--- config.mk ---
export PLATFORM = sky130hd
export DESIGN_NAME = mrope_position_id_generator
export DESIGN_NICKNAME = d
export VERILOG_FILES = /design/src/mrope_pkg.sv /design/src/mrope_position_id_generator.sv /design/src/mrope_div.sv /design/src/mrope_dp.sv /design/src/mrope_ctrl.sv
export SDC_FILE = /design/constraint.sdc
export NUM_CORES = 2
export LEC_CHECK = 0
export ABC_AREA = 0
export CAP_MARGIN = 20
export CORE_ASPECT_RATIO = 0.9
export CORE_MARGIN = 4
export CORE_UTILIZATION = 45
export DETAILED_ROUTE_END_ITERATION = 6
export DONT_BUFFER_PORTS = 1
export GPL_TIMING_DRIVEN = 0
export SYNTH_ARGS = -nofsm -noshare
export SYNTH_HDL_FRONTEND = slang
export SYNTH_HIERARCHICAL = 1
export SYNTH_SLANG_ARGS = --single-unit
export TNS_END_PERCENT = 30
--- constraint.sdc ---
create_clock -name clk -period 14.01 [get_ports clk]
set_input_delay 0.7005 -clock clk [delete_from_list [all_inputs] [get_ports clk]]
set_output_delay 0.7005 -clock clk [all_outputs]
set_load 0.01 [all_outputs]
--- src/mrope_pkg.sv ---
// Shared types and constants for the multimodal rotary position id generator.
// No dependencies.
package mrope_pkg;

	localparam int MaxSpans = 16;
	localparam int SpanIdxW = $clog2(MaxSpans);

	localparam logic [1:0] REQ_TOKEN = 2'd0;
	localparam logic [1:0] REQ_PAD   = 2'd1;
	localparam logic [1:0] REQ_LOAD  = 2'd2;

	// division steps, in issue order
	localparam logic [2:0] DIV_GH = 3'd0;
	localparam logic [2:0] DIV_GW = 3'd1;
	localparam logic [2:0] DIV_K  = 3'd2;
	localparam logic [2:0] DIV_Q1 = 3'd3;
	localparam logic [2:0] DIV_T  = 3'd4;

	localparam logic [0:0] REG_MERGE_DIV = 1'b0;
	localparam logic [7:0] MergeSizeReset = 8'd2;

	// controller -> datapath
	typedef struct packed {
		logic                load;      // capture input item
		logic                tbl_wr;    // write span table entry
		logic                scan_clr;  // reset span pointer
		logic                scan_step; // evaluate entry, advance pointer on a miss
		logic                div_start;
		logic [2:0]          div_sel;
		logic                div_take;  // store divider result
		logic                finish_emb;
		logic                finish_seq;
	} ctrl_t;

	// datapath -> controller
	typedef struct packed {
		logic [1:0] req;
		logic       hit;       // current entry matches
		logic       scan_last; // current entry is the last
		logic       div_done;
	} stat_t;

endpackage

--- src/mrope_position_id_generator.sv ---
// Top level of the multimodal rotary position id generator.
// Depends on mrope_pkg, mrope_ctrl, mrope_dp, mrope_div.
//
//  channel | handshake             | payload
//  in      | in_valid / in_ready   | req_type first token_id span_* grid_*
//  out     | out_valid / out_ready | pos_time pos_height pos_width is_embedding next_base
//  cfg     | psel penable pwrite   | paddr pwdata prdata (merge divisor)
//
// A load or an unknown request goes back from the decode state to idle, freeing the input.
// Padding goes from decode straight to its result; a token scans one span entry
// a cycle (up to 16), and a miss shows its result right after the scan.
// A hit runs five divisions in turn on one shared divider before its result is shown.
// The result holds until taken, and the input stays closed meanwhile.
// Reset clears the span table and bases, and sets the merge divisor to 2.
module mrope_position_id_generator (
	input  logic        clk,
	input  logic        arst_n,
	input  logic        in_valid,
	output logic        in_ready,
	input  logic [1:0]  req_type,
	input  logic        first,
	input  logic [31:0] token_id,
	input  logic [3:0]  span_index,
	input  logic [31:0] span_first_id,
	input  logic [31:0] span_end_id,
	input  logic [15:0] grid_time,
	input  logic [15:0] grid_height,
	input  logic [15:0] grid_width,
	output logic        out_valid,
	input  logic        out_ready,
	output logic [31:0] pos_time,
	output logic [31:0] pos_height,
	output logic [31:0] pos_width,
	output logic        is_embedding,
	output logic [31:0] next_base,
	input  logic        psel,
	input  logic        penable,
	input  logic        pwrite,
	input  logic [0:0]  paddr,
	input  logic [31:0] pwdata,
	output logic [31:0] prdata,
	output logic        pready
);
	mrope_pkg::ctrl_t ctrl;
	mrope_pkg::stat_t stat;
	logic [7:0] merge_q;

	assign pready = 1'b1;
	always_ff @(posedge clk or negedge arst_n) begin
		if (!arst_n)
			merge_q <= mrope_pkg::MergeSizeReset;
		else if (psel && penable && pwrite && paddr == mrope_pkg::REG_MERGE_DIV)
			merge_q <= pwdata[7:0];
	end
	assign prdata = (paddr == mrope_pkg::REG_MERGE_DIV) ? {24'd0, merge_q} : 32'd0;

	mrope_ctrl u_ctrl (
		.clk(clk), .arst_n(arst_n), .in_valid(in_valid), .in_ready(in_ready),
		.out_valid(out_valid), .out_ready(out_ready), .ctrl(ctrl), .stat(stat)
	);

	mrope_dp u_dp (
		.clk(clk), .arst_n(arst_n), .ctrl(ctrl), .stat(stat), .merge_div(merge_q),
		.req_type(req_type), .first(first), .token_id(token_id),
		.span_index(span_index), .span_first_id(span_first_id),
		.span_end_id(span_end_id), .grid_time(grid_time),
		.grid_height(grid_height), .grid_width(grid_width),
		.pos_time(pos_time), .pos_height(pos_height), .pos_width(pos_width),
		.is_embedding(is_embedding), .next_base(next_base)
	);

	a_no_in_while_out: assert property (@(posedge clk) disable iff (!arst_n)
		out_valid |-> !in_ready) else $error("input taken while result pending");
	a_out_holds: assert property (@(posedge clk) disable iff (!arst_n)
		out_valid && !out_ready |=> out_valid && $stable(pos_time) && $stable(next_base))
		else $error("result changed while stalled");
	a_one_load: assert property (@(posedge clk) disable iff (!arst_n)
		in_valid && in_ready |=> !in_ready) else $error("second item taken at once");
endmodule

--- src/mrope_div.sv ---
// Restoring 32-bit unsigned divider, one quotient bit per cycle.
// Does not use mrope_pkg; self-contained.
module mrope_div (
	input  logic        clk,
	input  logic        arst_n,
	input  logic        start,
	input  logic [31:0] dividend,
	input  logic [31:0] divisor,
	output logic        done,
	output logic [31:0] quot,
	output logic [31:0] rem
);
	logic [31:0] quot_q, rem_q, dvs_q;
	logic [5:0]  cnt_q;
	logic        busy_q, done_q;
	logic [32:0] trial;

	assign trial = {rem_q, quot_q[31]} - {1'b0, dvs_q};

	always_ff @(posedge clk or negedge arst_n) begin
		if (!arst_n) begin
			busy_q <= 1'b0;
			done_q <= 1'b0;
			cnt_q  <= '0;
		end else begin
			done_q <= 1'b0;
			if (start) begin
				busy_q <= 1'b1;
				cnt_q  <= 6'd0;
			end else if (busy_q) begin
				cnt_q <= cnt_q + 6'd1;
				if (cnt_q == 6'd31) begin
					busy_q <= 1'b0;
					done_q <= 1'b1;
				end
			end
		end
	end

	always_ff @(posedge clk) begin
		if (start) begin
			quot_q <= dividend;
			rem_q  <= '0;
			dvs_q  <= divisor;
		end else if (busy_q) begin
			if (!trial[32]) begin
				rem_q  <= trial[31:0];
				quot_q <= {quot_q[30:0], 1'b1};
			end else begin
				rem_q  <= {rem_q[30:0], quot_q[31]};
				quot_q <= {quot_q[30:0], 1'b0};
			end
		end
	end

	assign done = done_q;
	assign quot = quot_q;
	assign rem  = rem_q;
endmodule

--- src/mrope_dp.sv ---
// Datapath: span table, scan pointer, shared divider, base registers.
// Depends on mrope_pkg and mrope_div.
module mrope_dp (
	input  logic                clk,
	input  logic                arst_n,
	input  mrope_pkg::ctrl_t    ctrl,
	output mrope_pkg::stat_t    stat,
	input  logic [7:0]          merge_div,
	input  logic [1:0]          req_type,
	input  logic                first,
	input  logic [31:0]         token_id,
	input  logic [3:0]          span_index,
	input  logic [31:0]         span_first_id,
	input  logic [31:0]         span_end_id,
	input  logic [15:0]         grid_time,
	input  logic [15:0]         grid_height,
	input  logic [15:0]         grid_width,
	output logic [31:0]         pos_time,
	output logic [31:0]         pos_height,
	output logic [31:0]         pos_width,
	output logic                is_embedding,
	output logic [31:0]         next_base
);
	localparam int IW = mrope_pkg::SpanIdxW;

	logic [31:0] st_q [mrope_pkg::MaxSpans];
	logic [31:0] en_q [mrope_pkg::MaxSpans];
	logic [15:0] gt_q [mrope_pkg::MaxSpans];
	logic [15:0] gh_q [mrope_pkg::MaxSpans];
	logic [15:0] gw_q [mrope_pkg::MaxSpans];

	logic [1:0]  req_q;
	logic        first_q;
	logic [31:0] id_q, ld_st_q, ld_en_q;
	logic [3:0]  ld_idx_q;
	logic [15:0] ld_gt_q, ld_gh_q, ld_gw_q;
	logic [IW-1:0] ptr_q;
	logic [31:0] k_q, gt_sel_q, gh_sel_q, gw_sel_q, raw_h_q, raw_w_q;
	logic [31:0] q1_q, rw_q, rh_q;
	logic [31:0] base_q, nbase_q;
	logic [31:0] pt_q, ph_q, pw_q;
	logic        emb_q;

	logic [7:0]  ms;
	logic        hit;
	logic [31:0] dvd, dvs, quo, rem;
	logic        dn;
	logic [31:0] b0, nb0, pt, ph, pw, m1, m2;

	assign ms  = (merge_div == 8'd0) ? 8'd1 : merge_div;
	assign hit = (id_q >= st_q[ptr_q]) && (id_q < en_q[ptr_q]) &&
		(gt_q[ptr_q] != 16'd0) && (gh_q[ptr_q] >= {8'd0, ms}) &&
		(gw_q[ptr_q] >= {8'd0, ms});

	// sequence of divisions: gh/ms, gw/ms, k/gw, q1/gh, (q1/gh)%gt
	always_comb begin
		dvd = k_q;
		dvs = gw_sel_q;
		case (ctrl.div_sel)
			mrope_pkg::DIV_GH: begin dvd = raw_h_q; dvs = {24'd0, ms}; end
			mrope_pkg::DIV_GW: begin dvd = raw_w_q; dvs = {24'd0, ms}; end
			mrope_pkg::DIV_K:  begin dvd = k_q;     dvs = gw_sel_q;    end
			mrope_pkg::DIV_Q1: begin dvd = q1_q;    dvs = gh_sel_q;    end
			mrope_pkg::DIV_T:  begin dvd = q1_q;    dvs = gt_sel_q;    end
			default: ;
		endcase
	end

	mrope_div u_div (
		.clk(clk), .arst_n(arst_n), .start(ctrl.div_start),
		.dividend(dvd), .divisor(dvs), .done(dn), .quot(quo), .rem(rem)
	);

	// step counter for the chained divisions
	logic [2:0] dstep_q;

	assign b0  = first_q ? 32'd0 : base_q;
	assign nb0 = first_q ? 32'd0 : nbase_q;
	assign pt  = b0 + rem;
	assign ph  = b0 + rh_q;
	assign pw  = b0 + rw_q;
	always_comb begin
		m1 = (pt + 32'd1 > nb0) ? pt + 32'd1 : nb0;
		m2 = (ph + 32'd1 > m1) ? ph + 32'd1 : m1;
		if (pw + 32'd1 > m2)
			m2 = pw + 32'd1;
	end

	always_ff @(posedge clk) begin
		if (ctrl.load) begin
			req_q    <= req_type;
			first_q  <= first;
			id_q     <= token_id;
			ld_idx_q <= span_index;
			ld_st_q  <= span_first_id;
			ld_en_q  <= span_end_id;
			ld_gt_q  <= grid_time;
			ld_gh_q  <= grid_height;
			ld_gw_q  <= grid_width;
		end
		if (ctrl.scan_step && hit) begin
			k_q      <= id_q - st_q[ptr_q];
			gt_sel_q <= {16'd0, gt_q[ptr_q]};
			raw_h_q  <= {16'd0, gh_q[ptr_q]};
			raw_w_q  <= {16'd0, gw_q[ptr_q]};
		end
		if (ctrl.div_take) begin
			case (dstep_q)
				mrope_pkg::DIV_GH: gh_sel_q <= quo;
				mrope_pkg::DIV_GW: gw_sel_q <= quo;
				mrope_pkg::DIV_K:  begin q1_q <= quo; rw_q <= rem; end
				mrope_pkg::DIV_Q1: begin q1_q <= quo; rh_q <= rem; end
				default: ;
			endcase
		end
		if (ctrl.finish_emb) begin
			pt_q  <= pt;
			ph_q  <= ph;
			pw_q  <= pw;
			emb_q <= 1'b1;
		end else if (ctrl.finish_seq) begin
			pt_q  <= nb0;
			ph_q  <= nb0;
			pw_q  <= nb0;
			emb_q <= 1'b0;
		end
	end

	always_ff @(posedge clk or negedge arst_n) begin
		if (!arst_n) begin
			base_q  <= '0;
			nbase_q <= '0;
			ptr_q   <= '0;
			dstep_q <= '0;
			for (int i = 0; i < mrope_pkg::MaxSpans; i++) begin
				st_q[i] <= '0;
				en_q[i] <= '0;
				gt_q[i] <= '0;
				gh_q[i] <= '0;
				gw_q[i] <= '0;
			end
		end else begin
			if (ctrl.tbl_wr && ({28'd0, ld_idx_q} < mrope_pkg::MaxSpans)) begin
				st_q[ld_idx_q[IW-1:0]] <= ld_st_q;
				en_q[ld_idx_q[IW-1:0]] <= ld_en_q;
				gt_q[ld_idx_q[IW-1:0]] <= ld_gt_q;
				gh_q[ld_idx_q[IW-1:0]] <= ld_gh_q;
				gw_q[ld_idx_q[IW-1:0]] <= ld_gw_q;
			end
			if (ctrl.scan_clr) begin
				ptr_q   <= '0;
				dstep_q <= '0;
			end else begin
				if (ctrl.scan_step && !hit)
					ptr_q <= ptr_q + 1'b1;
				if (ctrl.div_take)
					dstep_q <= dstep_q + 3'd1;
			end
			if (ctrl.finish_emb) begin
				base_q  <= b0;
				nbase_q <= m2;
			end else if (ctrl.finish_seq) begin
				base_q  <= nb0 + 32'd1;
				nbase_q <= nb0 + 32'd1;
			end
		end
	end

	assign stat.req       = req_q;
	assign stat.hit       = hit;
	assign stat.scan_last = (ptr_q == IW'(mrope_pkg::MaxSpans - 1));
	assign stat.div_done  = dn;

	assign pos_time     = pt_q;
	assign pos_height   = ph_q;
	assign pos_width    = pw_q;
	assign is_embedding = emb_q;
	assign next_base    = nbase_q;
endmodule

--- src/mrope_ctrl.sv ---
// Controller state machine sequencing load, span scan and divisions.
// Depends on mrope_pkg.
module mrope_ctrl (
	input  logic             clk,
	input  logic             arst_n,
	input  logic             in_valid,
	output logic             in_ready,
	output logic             out_valid,
	input  logic             out_ready,
	output mrope_pkg::ctrl_t ctrl,
	input  mrope_pkg::stat_t stat
);
	typedef enum logic [6:0] {
		S_IDLE = 7'b0000001,
		S_DEC  = 7'b0000010,
		S_SCAN = 7'b0000100,
		S_DST  = 7'b0001000,
		S_DWT  = 7'b0010000,
		S_FIN  = 7'b0100000,
		S_OUT  = 7'b1000000
	} state_t;

	state_t state_q, state_d;
	logic [2:0] nd_q;
	logic       seq_d;

	always_comb begin
		state_d = state_q;
		ctrl    = '0;
		seq_d   = 1'b0;
		case (state_q)
			S_IDLE: begin
				if (in_valid) begin
					ctrl.load = 1'b1;
					state_d   = S_DEC;
				end
			end
			S_DEC: begin
				ctrl.scan_clr = 1'b1;
				case (stat.req)
					mrope_pkg::REQ_LOAD: begin
						ctrl.tbl_wr = 1'b1;
						state_d     = S_IDLE;
					end
					mrope_pkg::REQ_TOKEN: state_d = S_SCAN;
					mrope_pkg::REQ_PAD: begin
						ctrl.finish_seq = 1'b1;
						state_d         = S_OUT;
					end
					default: state_d = S_IDLE;
				endcase
			end
			S_SCAN: begin
				ctrl.scan_step = 1'b1;
				if (stat.hit)
					state_d = S_DST;
				else if (stat.scan_last) begin
					ctrl.finish_seq = 1'b1;
					state_d         = S_OUT;
				end
			end
			S_DST: begin
				ctrl.div_start = 1'b1;
				ctrl.div_sel   = nd_q;
				state_d        = S_DWT;
			end
			S_DWT: begin
				ctrl.div_sel = nd_q;
				if (stat.div_done) begin
					ctrl.div_take = 1'b1;
					state_d       = (nd_q == mrope_pkg::DIV_T) ? S_FIN : S_DST;
				end
			end
			S_FIN: begin
				ctrl.div_sel = nd_q;
				state_d      = S_OUT;
			end
			S_OUT: begin
				if (out_ready)
					state_d = S_IDLE;
			end
			default: state_d = S_IDLE;
		endcase
		if (state_q == S_DWT && stat.div_done && nd_q == mrope_pkg::DIV_T)
			ctrl.finish_emb = 1'b1;
		seq_d = ctrl.finish_emb;
	end

	always_ff @(posedge clk or negedge arst_n) begin
		if (!arst_n) begin
			state_q <= S_IDLE;
			nd_q    <= '0;
		end else begin
			state_q <= state_d;
			if (ctrl.scan_clr)
				nd_q <= '0;
			else if (ctrl.div_take && !seq_d)
				nd_q <= nd_q + 3'd1;
		end
	end

	assign in_ready  = (state_q == S_IDLE);
	assign out_valid = (state_q == S_OUT);
endmodule

==> impl_metrics.ini <==
[outcome]
status = completed

[yosys]
synth_edf_count = 551
synth_top_area_share = 0.379
async_reset_ff_frac = 0.764
syn_area_sq_um = 125000
synth_area_leaders = dfrtp_1, mux2_2, edfxtp_1
ys.flop_type = dfrtp_1
ys_types = 142
synthCells = 9136
ys_warn_count = 6
synth_area_per_cell_sq_um = 13.6
synth_commonest_cells = dfrtp_1, mux2_2, mux4_2, edfxtp_1, clkbuf_1
yosysTopAreaCell = dfrtp_1
synth_seq_cells = 2473
yosysSeqAreaShare = 0.517
synth_most_common_cell = dfrtp_1

[flow_run]
cap_viol_max_count = 0

[floorplanning]
core.rowCount = 183
die_area_sq_um = 286000
start_util = 0.452
die-width_um = 563
ios = 355
fp.dieH_um = 507
design.core.area_sq_um = 276000

[sta]
setup-violations-final = 0
period_share = 0.973
tightest_slew_ns = 1.32
period_minus_slack_ns = 13.64
hold_viol_final = 0
clock_skew_ns = 0.0605
holdWs_ns = 0.119
fmax_mhz = 73.3
relSlewSlack = 0.118
maxSlewViolCount = 0
rsz0062_at_grt = no

[worst_hold_path]
hp-class = input pin to register

[setup_path]
critPathRequiredTime_ns = 14.71
cp_top_family = compound AO/OA/AOI/OAI gates
cp_num_buf_inv = 15
crit_fanout = 14
start_kind = register
worst_ep_arrival_time_ns = 14.34
max_stage_delay_ns = 0.61
cpMaxStageDelayCell = or4b_4
worstSetupPathType = register to register
setup.worst_path.end_class = register

[drt]
routed-via-count = 82900
drtAntennaViolNets = 0
wl_um = 400000
firstDrtPassIters = 6
wl_per_cell_um = 29.3
drc = 0
viasPerCell = 6.08
dr.first_iter.drc_count = 7639

[cts]
cts_max_level = 5
cts_buffers = 279
clkLatencyLatePin_ns = 0.86
path_clk_slew_ns = 0.06
clk_path_buf_depth = 4
cts_tree = yes
cts_sinks = 2473
cts_root_buf = clkbuf_16

[global_route]
grtUsageTotal = 0.275
antenna_found_initial = 20
grt_max_degree = 242
first_global_vias = 83800
overflow = 0
grt_pass1_wl_um = 581000

[placement]
port_buffers = 0
gp_congestion = 0.944
post-dp-hpwl_um = 284000

[cells_and_area]
fin_util = 0.516
synthToLayoutAreaGrowth_pct = 14.3
layout-drive-gt1-share = 0.330
num-nets-final = 10200

[pwr]
power_leakage_nw = 62.3
ir_drop_uv = 191
p_per_area_nw_per_um2 = 172
-- sequential cells by signal, indices dropped and copies added (netlist names), 256 cells and up --
| register | cells |
|---|---|
| u_dp/en_q | 512 |
| u_dp/gh_q | 256 |
| u_dp/gt_q | 256 |
| u_dp/gw_q | 256 |
| u_dp/st_q | 512 |
-- path summary, 6_finish.rpt --
check	start	end	cells past startpoint	slack [ns]
min in group asynchronous	arst_n	u_dp/en_q[379]	2	0.51
worst min-delay path	in_valid	u_ctrl/state_q[0]	3	0.12
worst max register to register	u_dp/first_q	u_dp/next_base[28]	58	0.37
worst min register to register	u_dp/base_q[31]	u_dp/base_q[31]	1	0.47
worst max-delay path	u_dp/first_q	u_dp/next_base[28]	58	0.37
max in group asynchronous	arst_n	u_dp/gt_q[144]	4	10.50
-- what timing repair did --
| item | in CTS | in global routing |
|---|---|---|
| hold endpoints to repair | 226 | 65 |
| buffers inserted | 15 | 16 |
| resized for setup | 99 | 44 |
| cloned | 0 | 1 |
| pin swaps | 16 | 11 |
| hold buffers | 163 | 1 |
| setup endpoints to repair | 32 | 32 |
-- cell type report --
type                       instances  area, sq um
fill                           23300       133000
sequential                      2473        64500
multi-input combinational       5747        56800
clock buffer                     389         8140
tap                             3700         4630
timing repair buffer             270         3280
buffer                           712         3170
clock inverter                   107         1010
inverter                         224          850
antenna                           17         42.5
-- through the flow --
| stage | area [sq um] | TNS (ns) | power, mW | std cells | setup slack, ns |
|---|---|---|---|---|---|
| 3_3_place_gp | 129000 | -374.06 | 16.3 | 12900 | -8.18 |
| 2_1_floorplan | 125000 | 0 | 14.0 | 9159 | 1.23 |
| 5_1_grt | 142000 | 0 | 25.6 | 13600 | 0.0176 |
| 6_report | 142000 | 0 | 24.5 | 13600 | 0.372 |
| 4_1_cts | 142000 | 0 | 24.4 | 13600 | 0.0377 |
| 3_5_place_dp | 131000 | -248.98 | 16.7 | 12900 | -8.10 |
-- tightest hold or removal path: stages --
cell     delay [ns]
inv_1          0.05
a22oi_1        0.08
o31ai_1        0.07
-- layer usage --
layer,vias to the layer above,GRT usage,part of all wire
li1,35400,-,-
met2,3036,0.427,0.46
met1,43800,0.389,0.44
met5,-,0,0.000098
met3,631,0.0520,0.070
met4,8,0.0969,0.039
-- cells in the final DEF (no fill, tap or decap), types with 49 or more instances in the layout --
master / instances
buf_4: 69
a21oi_1: 318
dlygate4sd3_1: 163
a31oi_1: 49
clkbuf_8: 51
buf_2: 51
nand2_1: 319
mux2_2: 1851
mux4_2: 560
ha_1: 266
edfxtp_1: 551
mux2i_1: 57
inv_1: 214
nand4_1: 68
clkbuf_1: 537
nor2_1: 349
o21ai_0: 202
xnor2_1: 185
nor3_1: 63
a21o_1: 150
clkbuf_16: 294
buf_1: 76
o22ai_1: 74
nand3_1: 110
xor2_1: 113
nor2b_1: 93
dfrtp_1: 1887
-- kinds of logic after synthesis --
| group | synth area share |
|---|---|
| XOR/XNOR | 0.0225 |
| flip-flops | 0.517 |
| buffers and inverters | 0.0307 |
| other | 0.0000602 |
| AND/OR/NAND/NOR | 0.0578 |
| AO/OA/AOI/OAI | 0.0711 |
| multiplexers | 0.273 |
| adder cells (fa/ha/maj) | 0.0275 |
-- where the power goes --
part           switching [mW]  internal (mW)
Clock                    3.01           4.35
Combinational            4.56           3.39
Sequential              0.738           8.45
Total                    8.31           16.2
Power figures use the tool's default switching activity.
